[src/design/lkvc_pkg.sv]
// shared types and constants for the lru key-value cache
// used by lkvc_ctrl, lkvc_datapath and the top level; no dependencies
package lkvc_pkg;

   localparam int DEFAULT_ENTRIES = 16;
   localparam int KEY_W           = 32;
   localparam int VALUE_W         = 32;
   localparam int CAP_W           = 5;
   localparam logic [CAP_W-1:0] CAP_RESET = 5'd16;

   localparam logic KIND_LOOKUP = 1'b0;
   localparam logic KIND_STORE  = 1'b1;

   // controller to datapath
   typedef struct packed {
      logic load;     // capture request, restart scan
      logic scan_en;  // read one entry of the key/value memories
      logic act;      // apply the update and post the result
   } cmd_type;

   // datapath to controller
   typedef struct packed {
      logic scan_last; // scan address is at the last entry
      logic act_ok;    // result register can take this request's answer
      logic lookup;    // request held is a lookup
   } status_type;

endpackage

[src/design/lru_key_value_cache_unit.sv]
// top level of the lru key-value cache: sequencer plus datapath
// depends on lkvc_pkg, lkvc_ctrl and lkvc_datapath
//
//   channel   direction  handshake              payload
//   req_      in         req_tvalid/req_tready  tdata = key, value; tuser = kind
//   rsp_      out        rsp_tvalid/rsp_tready  tdata = data; tuser = found
//   csr_      in         csr_valid/csr_ready    csr_data = capacity
//
// each request is accepted, then the key/value memories are scanned one entry a cycle
// through their single read port, then a last compare state and an update state follow.
// reset clears valid bits, ranks and occupancy at once; no clearing pass.
// a lookup answer waits in the result register while the next request is taken;
// a later lookup holds in its update cycle until that register is emptied.
module lru_key_value_cache_unit #(
   parameter int ENTRIES = lkvc_pkg::DEFAULT_ENTRIES
) (
   input  logic        clock,
   input  logic        reset,
   input  logic        req_tvalid,
   output logic        req_tready,
   input  logic [63:0] req_tdata,   // [31:0] key, [63:32] value
   input  logic        req_tuser,   // [0] kind
   output logic        rsp_tvalid,
   input  logic        rsp_tready,
   output logic [31:0] rsp_tdata,   // [31:0] data
   output logic        rsp_tuser,   // [0] found
   input  logic        csr_valid,
   output logic        csr_ready,
   input  logic [4:0]  csr_data
);

   lkvc_pkg::cmd_type    cmd;
   lkvc_pkg::status_type status;

   assign csr_ready = 1'b1;

   lkvc_ctrl u_ctrl (
      .clock      (clock),
      .reset      (reset),
      .req_tvalid (req_tvalid),
      .req_tready (req_tready),
      .status     (status),
      .cmd        (cmd)
   );

   lkvc_datapath #(
      .ENTRIES (ENTRIES)
   ) u_datapath (
      .clock      (clock),
      .reset      (reset),
      .cmd        (cmd),
      .status     (status),
      .req_kind   (req_tuser),
      .req_key    (req_tdata[31:0]),
      .req_value  (req_tdata[63:32]),
      .csr_valid  (csr_valid),
      .csr_data   (csr_data),
      .rsp_tvalid (rsp_tvalid),
      .rsp_tready (rsp_tready),
      .rsp_found  (rsp_tuser),
      .rsp_data   (rsp_tdata)
   );

`ifndef SYNTHESIS
   // an accepted transaction keeps the input closed while it is worked on
   a_busy_after_accept: assert property (@(posedge clock) disable iff (reset)
      (req_tvalid && req_tready) |=> !req_tready)
      else $error("request accepted while busy");

   // a finished lookup always shows up on the result channel
   a_lookup_answers: assert property (@(posedge clock) disable iff (reset)
      (cmd.act && status.lookup) |=> rsp_tvalid)
      else $error("lookup finished without a result");

   // the scan ends after its last entry
   a_scan_stops: assert property (@(posedge clock) disable iff (reset)
      (cmd.scan_en && status.scan_last) |=> !cmd.scan_en)
      else $error("scan ran past the last entry");
`endif

endmodule

[src/design/lkvc_ctrl.sv]
// sequencer for the lru key-value cache: accept, scan, last compare, update
// depends on lkvc_pkg
module lkvc_ctrl (
   input  logic                  clock,
   input  logic                  reset,
   input  logic                  req_tvalid,
   output logic                  req_tready,
   input  lkvc_pkg::status_type  status,
   output lkvc_pkg::cmd_type     cmd
);

   typedef enum logic [1:0] {
      ST_IDLE,
      ST_SCAN,
      ST_LAST,
      ST_ACT
   } state_type;

   state_type state_ff;
   state_type state_in;

   always_comb begin
      state_in = state_ff;
      case (state_ff)
         ST_IDLE: begin
            if (req_tvalid) state_in = ST_SCAN;
         end
         ST_SCAN: begin
            if (status.scan_last) state_in = ST_LAST;
         end
         ST_LAST: begin
            state_in = ST_ACT;
         end
         ST_ACT: begin
            if (status.act_ok) state_in = ST_IDLE;
         end
         default: begin
            state_in = ST_IDLE;
         end
      endcase
   end

   always_ff @(posedge clock) begin
      if (reset) begin
         state_ff <= ST_IDLE;
      end else begin
         state_ff <= state_in;
      end
   end

   assign req_tready  = (state_ff == ST_IDLE);
   assign cmd.load    = (state_ff == ST_IDLE) && req_tvalid;
   assign cmd.scan_en = (state_ff == ST_SCAN);
   assign cmd.act     = (state_ff == ST_ACT) && status.act_ok;

endmodule

[src/design/lkvc_datapath.sv]
// datapath of the lru key-value cache: key/value memories, valid bits,
// recency ranks, occupancy, capacity register and result register; uses lkvc_pkg
module lkvc_datapath #(
   parameter int ENTRIES = lkvc_pkg::DEFAULT_ENTRIES
) (
   input  logic                          clock,
   input  logic                          reset,
   input  lkvc_pkg::cmd_type             cmd,
   output lkvc_pkg::status_type          status,
   input  logic                          req_kind,
   input  logic [lkvc_pkg::KEY_W-1:0]    req_key,
   input  logic [lkvc_pkg::VALUE_W-1:0]  req_value,
   input  logic                          csr_valid,
   input  logic [lkvc_pkg::CAP_W-1:0]    csr_data,
   output logic                          rsp_tvalid,
   input  logic                          rsp_tready,
   output logic                          rsp_found,
   output logic [lkvc_pkg::VALUE_W-1:0]  rsp_data
);

   localparam int IDX_W  = $clog2(ENTRIES);
   localparam int RANK_W = IDX_W;
   localparam int OCC_W  = $clog2(ENTRIES + 1);
   localparam int CMP_W  = (OCC_W > lkvc_pkg::CAP_W) ? OCC_W : lkvc_pkg::CAP_W;

   localparam logic [IDX_W-1:0] LAST_IDX = IDX_W'(ENTRIES - 1);

   // memories
   logic [lkvc_pkg::KEY_W-1:0]   key_mem [ENTRIES];
   logic [lkvc_pkg::VALUE_W-1:0] val_mem [ENTRIES];

   // request held
   logic                         kind_ff;
   logic [lkvc_pkg::KEY_W-1:0]   key_ff;
   logic [lkvc_pkg::VALUE_W-1:0] value_ff;

   // scan pipeline
   logic [IDX_W-1:0]             scan_addr_ff;
   logic                         cmp_vld_ff;
   logic [IDX_W-1:0]             cmp_idx_ff;
   logic [lkvc_pkg::KEY_W-1:0]   rd_key_ff;
   logic [lkvc_pkg::VALUE_W-1:0] rd_val_ff;

   // scan results
   logic                         hit_ff;
   logic [IDX_W-1:0]             hit_idx_ff;
   logic [RANK_W-1:0]            hit_rank_ff;
   logic [lkvc_pkg::VALUE_W-1:0] hit_val_ff;
   logic                         old_ff;
   logic [IDX_W-1:0]             old_idx_ff;
   logic [RANK_W-1:0]            old_rank_ff;
   logic                         free_ff;
   logic [IDX_W-1:0]             free_idx_ff;

   // cache state
   logic [ENTRIES-1:0]           valid_ff;
   logic [ENTRIES-1:0]           valid_in;
   logic [RANK_W-1:0]            rank_ff [ENTRIES];
   logic [RANK_W-1:0]            rank_in [ENTRIES];
   logic [OCC_W-1:0]             occ_ff;
   logic [OCC_W-1:0]             occ_in;
   logic [lkvc_pkg::CAP_W-1:0]   cap_ff;

   // result register
   logic                         rsp_valid_ff;
   logic                         rsp_found_ff;
   logic [lkvc_pkg::VALUE_W-1:0] rsp_data_ff;

   logic                         cmp_valid_bit;
   logic [RANK_W-1:0]            cmp_rank;
   logic                         cmp_match;
   logic [CMP_W-1:0]             cap_ext;
   logic [CMP_W-1:0]             eff_cap;
   logic                         evict;
   logic                         is_store;
   logic [IDX_W-1:0]             slot;

   assign cmp_valid_bit = valid_ff[cmp_idx_ff];
   assign cmp_rank      = rank_ff[cmp_idx_ff];
   assign cmp_match     = cmp_vld_ff && cmp_valid_bit && (rd_key_ff == key_ff);

   // zero capacity behaves as one, above the entry count saturates
   assign cap_ext = CMP_W'(cap_ff);
   always_comb begin
      if (cap_ff == '0) begin
         eff_cap = CMP_W'(1);
      end else if (cap_ext > CMP_W'(ENTRIES)) begin
         eff_cap = CMP_W'(ENTRIES);
      end else begin
         eff_cap = cap_ext;
      end
   end

   assign evict    = (CMP_W'(occ_ff) >= eff_cap);
   assign is_store = (kind_ff == lkvc_pkg::KIND_STORE);
   assign slot     = evict ? old_idx_ff : free_idx_ff;

   // request capture and scan
   always_ff @(posedge clock) begin
      if (cmd.load) begin
         kind_ff  <= req_kind;
         key_ff   <= req_key;
         value_ff <= req_value;
      end
      if (cmd.scan_en) begin
         rd_key_ff <= key_mem[scan_addr_ff];
         rd_val_ff <= val_mem[scan_addr_ff];
      end
      cmp_idx_ff <= scan_addr_ff;
      if (cmp_match && !hit_ff) begin
         hit_idx_ff  <= cmp_idx_ff;
         hit_rank_ff <= cmp_rank;
         hit_val_ff  <= rd_val_ff;
      end
      if (cmp_vld_ff && cmp_valid_bit && (!old_ff || cmp_rank >= old_rank_ff)) begin
         old_idx_ff  <= cmp_idx_ff;
         old_rank_ff <= cmp_rank;
      end
      if (cmp_vld_ff && !cmp_valid_bit && !free_ff) begin
         free_idx_ff <= cmp_idx_ff;
      end
   end

   always_ff @(posedge clock) begin
      if (reset) begin
         scan_addr_ff <= '0;
         cmp_vld_ff   <= 1'b0;
         hit_ff       <= 1'b0;
         old_ff       <= 1'b0;
         free_ff      <= 1'b0;
      end else begin
         cmp_vld_ff <= cmd.scan_en;
         if (cmd.load) begin
            scan_addr_ff <= '0;
            hit_ff       <= 1'b0;
            old_ff       <= 1'b0;
            free_ff      <= 1'b0;
         end else begin
            if (cmd.scan_en && scan_addr_ff != LAST_IDX) begin
               scan_addr_ff <= scan_addr_ff + IDX_W'(1);
            end
            if (cmp_match) hit_ff <= 1'b1;
            if (cmp_vld_ff && cmp_valid_bit) old_ff <= 1'b1;
            if (cmp_vld_ff && !cmp_valid_bit) free_ff <= 1'b1;
         end
      end
   end

   // memory writes on a store
   always_ff @(posedge clock) begin
      if (cmd.act && is_store) begin
         if (hit_ff) begin
            val_mem[hit_idx_ff] <= value_ff;
         end else begin
            val_mem[slot] <= value_ff;
            key_mem[slot] <= key_ff;
         end
      end
   end

   // recency update: touch on a hit, age all others on an insert
   always_comb begin
      valid_in = valid_ff;
      occ_in   = occ_ff;
      for (int i = 0; i < ENTRIES; i++) begin
         rank_in[i] = rank_ff[i];
         if (cmd.act && hit_ff) begin
            if (IDX_W'(i) == hit_idx_ff) begin
               rank_in[i] = '0;
            end else if (valid_ff[i] && rank_ff[i] < hit_rank_ff) begin
               rank_in[i] = rank_ff[i] + RANK_W'(1);
            end
         end else if (cmd.act && is_store) begin
            if (IDX_W'(i) == slot) begin
               rank_in[i]  = '0;
               valid_in[i] = 1'b1;
            end else if (valid_ff[i]) begin
               rank_in[i] = rank_ff[i] + RANK_W'(1);
            end
         end
      end
      if (cmd.act && is_store && !hit_ff && !evict) begin
         occ_in = occ_ff + OCC_W'(1);
      end
   end

   always_ff @(posedge clock) begin
      if (reset) begin
         valid_ff <= '0;
         occ_ff   <= '0;
         for (int i = 0; i < ENTRIES; i++) begin
            rank_ff[i] <= '0;
         end
      end else begin
         valid_ff <= valid_in;
         occ_ff   <= occ_in;
         for (int i = 0; i < ENTRIES; i++) begin
            rank_ff[i] <= rank_in[i];
         end
      end
   end

   // capacity register
   always_ff @(posedge clock) begin
      if (reset) begin
         cap_ff <= lkvc_pkg::CAP_RESET;
      end else if (csr_valid) begin
         cap_ff <= csr_data;
      end
   end

   // result register
   always_ff @(posedge clock) begin
      if (reset) begin
         rsp_valid_ff <= 1'b0;
      end else if (cmd.act && !is_store) begin
         rsp_valid_ff <= 1'b1;
      end else if (rsp_tready) begin
         rsp_valid_ff <= 1'b0;
      end
   end

   always_ff @(posedge clock) begin
      if (cmd.act && !is_store) begin
         rsp_found_ff <= hit_ff;
         rsp_data_ff  <= hit_ff ? hit_val_ff : '0;
      end
   end

   assign rsp_tvalid = rsp_valid_ff;
   assign rsp_found  = rsp_found_ff;
   assign rsp_data   = rsp_data_ff;

   assign status.scan_last = (scan_addr_ff == LAST_IDX);
   assign status.act_ok    = is_store || !rsp_valid_ff || rsp_tready;
   assign status.lookup    = !is_store;

endmodule

[config.mk]
export PLATFORM = sky130hd
export DESIGN_NAME = lru_key_value_cache_unit
export DESIGN_NICKNAME = d
export VERILOG_FILES = /design/src/design/lkvc_pkg.sv /design/src/design/lru_key_value_cache_unit.sv /design/src/design/lkvc_ctrl.sv /design/src/design/lkvc_datapath.sv
export SDC_FILE = /design/constraint.sdc
export NUM_CORES = 2
export LEC_CHECK = 0
export ABC_AREA = 1
export BUFFER_PORTS_ARGS = -buffer_cell sky130_fd_sc_hd__buf_2
export CELL_PAD_IN_SITES_DETAIL_PLACEMENT = 0
export CELL_PAD_IN_SITES_GLOBAL_PLACEMENT = 1
export CORE_ASPECT_RATIO = 0.9
export CORE_UTILIZATION = 51
export DETAILED_ROUTE_END_ITERATION = 7
export PLACE_DENSITY = 0.82
export SLEW_MARGIN = 20
export SYNTH_ARGS = -nofsm -noshare
export SYNTH_HDL_FRONTEND = slang
export SYNTH_SLANG_ARGS = --single-unit
[constraint.sdc]
create_clock -name clock -period 8.6 [get_ports clock]
set_input_delay 1.72 -clock clock [delete_from_list [all_inputs] [get_ports clock]]
set_output_delay 1.72 -clock clock [all_outputs]
set_load 0.1 [all_outputs]
# --- Yosys cells after proc, flatten, opt, wreduce, memory -nomap -nowiden ---
# Memory sizes are Yosys's and may differ from the RTL's. A register that Yosys moved wholly into a read port is not among the register bits.
# Cells that the tools add are included.
totals:
  ff_bits: 191
  n_memories: 3
  word_cells: 333
  output_inout_bits: 36
  in_bits: 75
  ram_bits: 1088
classes:
  n_bitwise: 17
  reduce_logical: 64
  n_mux: 135
  addsub: 18
  n_lt_le_gt_ge: 20
  n_eq_ne: 39
mem_list:
  columns: ["name", "words", "word_bits", "rd", "rd_clocked_by_memory_dff", "write_ports", "line_no", "text"]
  rows:
  - ["u_datapath.key_mem", 16, 32, 1, 1, 1, "lkvc_datapath.sv:29", "logic [lkvc_pkg::KEY_W-1:0] key_mem [ENTRIES];"]
  - ["u_datapath.val_mem", 16, 32, 1, 1, 1, "lkvc_datapath.sv:30", "logic [lkvc_pkg::VALUE_W-1:0] val_mem [ENTRIES];"]
  - ["u_datapath.rank_ff", 16, 4, 17, 1, 16, "lkvc_datapath.sv:58", "logic [RANK_W-1:0] rank_ff [ENTRIES];"]
op_table:
  columns: ["op", "n"]
  rows:
  - ["2-to-1 mux 4 bit", 114]
  - ["adder 4 x 1 -> 4 bit, second input constant", 17]
  - ["== test 4 bit, first input constant", 16]
  - ["< comparator 4 bit", 16]
  - ["AND reduction 3 bit", 17]
  - ["== test 3 x 4 -> 1 bit, first input constant", 8]
  - ["== test 32 bit", 1]
  - ["2-to-1 mux 32 bit", 1]
  - ["OR reduction 32 bit", 1]
  - ["logical AND 1 bit", 30]
  - ["== test 2 x 4 -> 1 bit, first input constant", 4]
  - ["bitwise OR 1 bit", 16]
  - ["2-to-1 mux 1 bit", 13]
  - ["2-to-1 mux 5 bit", 2]
  - ["== test 1 x 4 -> 1 bit, first input constant", 2]
  - ["logical NOT 4 bit", 2]
  - ["case mux 2 bit (4 select lines)", 1]
  - ["logical NOT 1 bit", 7]
  - ["2-to-1 mux 2 bit", 3]
  - ["adder 5 x 1 -> 5 bit, second input constant", 1]
  - [">= comparator 5 bit", 1]
  - ["> comparator 5 bit, second input constant", 1]
  - ["logical NOT 5 bit", 1]
  - ["< comparator 4 x 5 -> 1 bit, second input constant", 1]
  - ["13 further kinds", 17]

# --- Depth between registers and ports, before layout ---
logic_depth:
  ltp_word: 10
  ltp_mapped: 18

# --- Hierarchy ---
# From an unflattened synthesis, not the netlist that was laid out.
hier_totals:
  cells_unflattened: 4527
  area_unflattened_um2: 54721.2
by_module_without_submodules:
  columns: ["module", "instances", "seq_area_each_um2", "cells_each", "area_per_inst_um2"]
  rows:
  - ["lkvc_datapath", 1, 39237.6, 4496, 54524.8]
  - ["lkvc_ctrl", 1, 40.0, 29, 185.2]
  - ["lru_key_value_cache_unit", 1, 0.0, 2, 11.3]

# --- Worst setup path after synthesis ---
# No wires, ideal clock.
synth_path:
  kind: "register to register"
  startpoint: "reg u_datapath.cap_ff (netlist bit u_datapath.cap_ext[0])"
  endpoint: "mem u_datapath.key_mem[5][0] (netlist name), enable pin"
  t_required_ns: 8.095
  t_arrival_ns: 5.091
  path_slack_ns: 3.004
  stages_incl_launch_ff: 13
  path_buffers: 0
  path_cell_list: "dfxtp_1 > or4_1 > nand2_1 > nand2_1 > ha_1 > nand2_1 > nor2_2 > nand2_2 > nand3_4 > nand2_1 > nand2_4 > nand2_1 > nor4_1"
synth_between:
  elab_chain_len: 5
  word_cells_on_any_way: 6
synth_rtl:
  columns: ["item", "line_no", "text"]
  rows:
  - ["start, declared", "lkvc_datapath.sv:62", "logic [lkvc_pkg::CAP_W-1:0] cap_ff;"]
  - ["start signal, assigned", "lkvc_datapath.sv:206", "cap_ff <= lkvc_pkg::CAP_RESET;"]
  - ["start signal, assigned", "lkvc_datapath.sv:208", "cap_ff <= csr_data;"]
  - ["> comparator 5 bit", "lkvc_datapath.sv:87", "end else if (cap_ext > CMP_W'(ENTRIES)) begin"]
  - ["2-to-1 mux 5 bit", "lkvc_datapath.sv:87", null]
  - ["2-to-1 mux 5 bit *", "lkvc_datapath.sv:85", "if (cap_ff == '0) begin"]
  - [">= comparator 5 bit *", "lkvc_datapath.sv:94", "assign evict = (CMP_W'(occ_ff) >= eff_cap);"]
  - ["2-to-1 mux 4 bit *", "lkvc_datapath.sv:96", "assign slot = evict ? old_idx_ff : free_idx_ff;"]
  - ["end, declared", "lkvc_datapath.sv:29", null]
# Every way passes the cells marked *; elsewhere a longest branch is shown, timed or not.

# --- Worst setup path in the final report ---
layout_path:
  startpoint: "reg u_datapath.cap_ff (netlist bit u_datapath.cap_ext[0])"
  endpoint: "mem u_datapath.val_mem[13][23] (netlist name), enable pin"
layout_between:
  elab_chain_len: 6
  word_cells_on_any_way: 7
layout_rtl:
  columns: ["item", "line_no"]
  rows:
  - ["> comparator 5 bit", "lkvc_datapath.sv:87"]
  - ["2-to-1 mux 5 bit", "lkvc_datapath.sv:87"]
  - ["2-to-1 mux 5 bit *", "lkvc_datapath.sv:85"]
  - [">= comparator 5 bit *", "lkvc_datapath.sv:94"]
  - ["2-to-1 mux 4 bit *", "lkvc_datapath.sv:96"]
  - ["2-to-1 mux 4 bit (no source line) *", null]
  - ["end, declared", "lkvc_datapath.sv:30"]
# Marks and branches as above.

==> flow_summary.toml <==
[clock_tree]
post-cts-setup-buffers = 0
cts_tree = "done"
cts_max_path_buffers = 3
cts_inserted_buffers = 137
clock_latency_ns = 0.75
cts_sinks = 1343
cts_root_buffer = "clkbuf_16"
cts_resized = 0
clk_pin_slew_ns = 0.06
cts_hold_buf = 0
htree_levels = 4

[final_layout]
mostFrequentLayoutCell = "edfxtp_1"
seqCellArea_um2 = 39300
final_cell_area_um2 = 61100
final_core_util_pct = 57.7
nets = 4489
top_regs = "u_datapath.key_mem (512), u_datapath.val_mem (512), u_datapath.rank_ff (64)"
fill_cells = 8232
antenna_cells = 0
area_delta_synth_final_pct = 11.7
drive_gt1_share_pct = 10.5
multi_input_area_um2 = 13900
final_cell_mix = "edfxtp_1 (1238), nor2_1 (675), nand2_1 (422)"

[sta]
fin_skew_ns = 0.0256
max_slew_margin_pct = 26.5
fin_crit_ns = 3.83
timing.setup.tns_ns = 0
finalHoldViolCount = 0
setup_viol = 0
fmax_ghz = 0.261
slew_violations = 0
grt_setup_unrepaired = "false"
fin_ws_ns = 4.77
period_share_pct = 44.5
worstMarginPinSlew_ns = 1.10

[setup_path]
cp_max_fo = 32
crit_required_ns = 8.96
cp_data_arrival_time_ns = 4.19
critPathCapture = "u_datapath.val_mem[13][23]"
critPathCaptureType = "flop"
startpoint = "u_datapath.cap_ext[0]"
worstSetupPathType = "flop to flop"
r2r-end = "u_datapath.val_mem[13][23]"
reg2reg_from = "u_datapath.cap_ext[0]"
rrSetupSlack_ns = 4.77
r2r_cells = 15
startpoint_type = "flop"

[placement]
portBuffers = 109
hpwl_um = 64300
placed_area_um2 = 56700
gp_congestion = 0.813
place_ws_ns = 4.41

[die]
num_rows = 113
ios = 111
dieArea_um2 = 109000
core_um2 = 106000
die-width_um = 347
start_util_pct = 51.7
fp.dieH_um = 313

[outcome]
status = "finished, final reports clean"

[synth]
synth_fp_nets = 4421
synth-main-ff-cell = "edfxtp_1"
synth_edf_count = 1238
syn_avg_cell_area_um2 = 12.8
synth_cells = 4267
synth.distinct_cells = 40
yosysWarnings = 0
ys_ff_latch = 1343
async_reset_ff_share_pct = 0
ys_seq_area_share_pct = 71.8
synthesis.area_um2 = 54700

[global_routing]
grt_pass1_wl_um = 195000
grt_max_degree = 261
grt_pass1_vias = 32100
grt-ovfl-total = 0
grt_use_total_pct = 23.5
antenna_found_initial = 2

[drt]
ant_nets = 0
first_pass_iters = 6
wl_um = 127000
drc_errors = 0
routed-via-count = 33900
drt-wirelength-per-cell_um = 21.8
drtIter0Drc = 3871
detail_route.vias_per_cell = 5.82

[pwr]
report.power.total_mw = 15.9
p_leak_nw = 21.0
max-vdd-ir-drop_mv = 0.208
p_per_area_nw_per_um2 = 259

[worst_hold_path]
hold_path_startpoint = "u_datapath.scan_addr_ff[3]"
hp-class = "flop to flop"

[flow_run]
maxCapViolCount = 0
[area by class of cell]
| type | instances | area share (%) |
|---|---|---|
| clock inverters | 78 | 1.35 |
| multi-input cells | 2474 | 22.7 |
| well taps | 1380 | 2.82 |
| clock buffers | 167 | 5.88 |
| repair buffers | 166 | 1.69 |
| flip-flops and latches | 1343 | 64.3 |
| inverters | 213 | 1.33 |
[power breakdown]
part / leakage [nW] / total, mW / switching (mW) / internal, mW
Combinational: 6.81 / 1.92 / 1.36 / 0.560
Sequential: 12.0 / 8.08 / 0.381 / 7.70
Clock: 2.14 / 5.85 / 2.47 / 3.39
[cells by family after synthesis]
| logic type | after synthesis | synth area share (%) |
|---|---|---|
| adders and majority gates | 79 | 1.81 |
| muxes | 102 | 1.87 |
| DFF | 1343 | 71.8 |
| AOI/OAI and AO/OA | 784 | 9.22 |
| buffers and inverters | 450 | 3.22 |
| xor gates and xnor gates | 54 | 0.864 |
| and+or+nand+nor | 1454 | 11.2 |
| other | 1 | 0.00685 |
[worst min path at each step]
stage	cells after the start	to	slack (ns)
after floorplan	0	u_datapath.cmp_idx_ff[3]	0.35
after global placement	0	u_datapath.cmp_idx_ff[3]	0.38
after detailed placement	0	u_datapath.cmp_idx_ff[3]	0.37
after CTS	0	u_datapath.cmp_idx_ff[3]	0.38
after global routing	0	u_datapath.cmp_idx_ff[3]	0.40
final	0	u_datapath.cmp_idx_ff[3]	0.38
[through the flow]
stage,hold WS (ns),std cells
6_report,0.381,5821
3_3_place_gp,0.375,5575
2_1_floorplan,0.351,4267
5_1_grt,0.401,5821
3_5_place_dp,0.372,5575
4_1_cts,0.379,5820
[Yosys cell counts (7+ instances only)]
master / instances / area share, %
o221ai_1: 109 / 1.7
nand4_1: 13 / 0.15
edfxtp_1: 1238 / 68
clkbuf_1: 176 / 1.2
buf_2: 54 / 0.49
inv_1: 210 / 1.4
o21ai_0: 332 / 3.0
mux2i_1: 102 / 1.9
dfxtp_1: 105 / 3.8
xnor2_1: 13 / 0.21
o32ai_1: 154 / 2.5
nand2_1: 422 / 2.9
ha_1: 79 / 1.8
nand2_2: 21 / 0.24
a21oi_1: 139 / 1.3
or2_2: 7 / 0.080
nor2_1: 695 / 4.8
o211ai_1: 33 / 0.45
nand3_1: 253 / 2.3
xor2_1: 41 / 0.66
nor3_1: 8 / 0.073
nand3_2: 14 / 0.26
o21a_1: 12 / 0.16
[critical path: stages (launching register included)]
cell and delay, ns:
dfxtp_1 0.33, or4_1 0.54, o21ai_0 0.24, ha_1 0.27, inv_1 0.05, nand2_1 0.05, nand2_2 0.17, nand3_4 0.15
nand2_1 0.13, nand2_4 0.12, nand2_1 0.08, o21ai_0 0.12, inv_1 0.10, nand3_1 0.31, nor2_4 0.17, buf_4 0.57
[metal layers]
metal,routed length (um),part of all wire [%],global-route usage [%]
met5,0,0,0
met1,57000,45,35.2
met3,10500,8.3,4.00
met2,57400,45,35.6
met4,2280,1.8,6.15
Note: power is estimated with default switching activity, not from simulation.
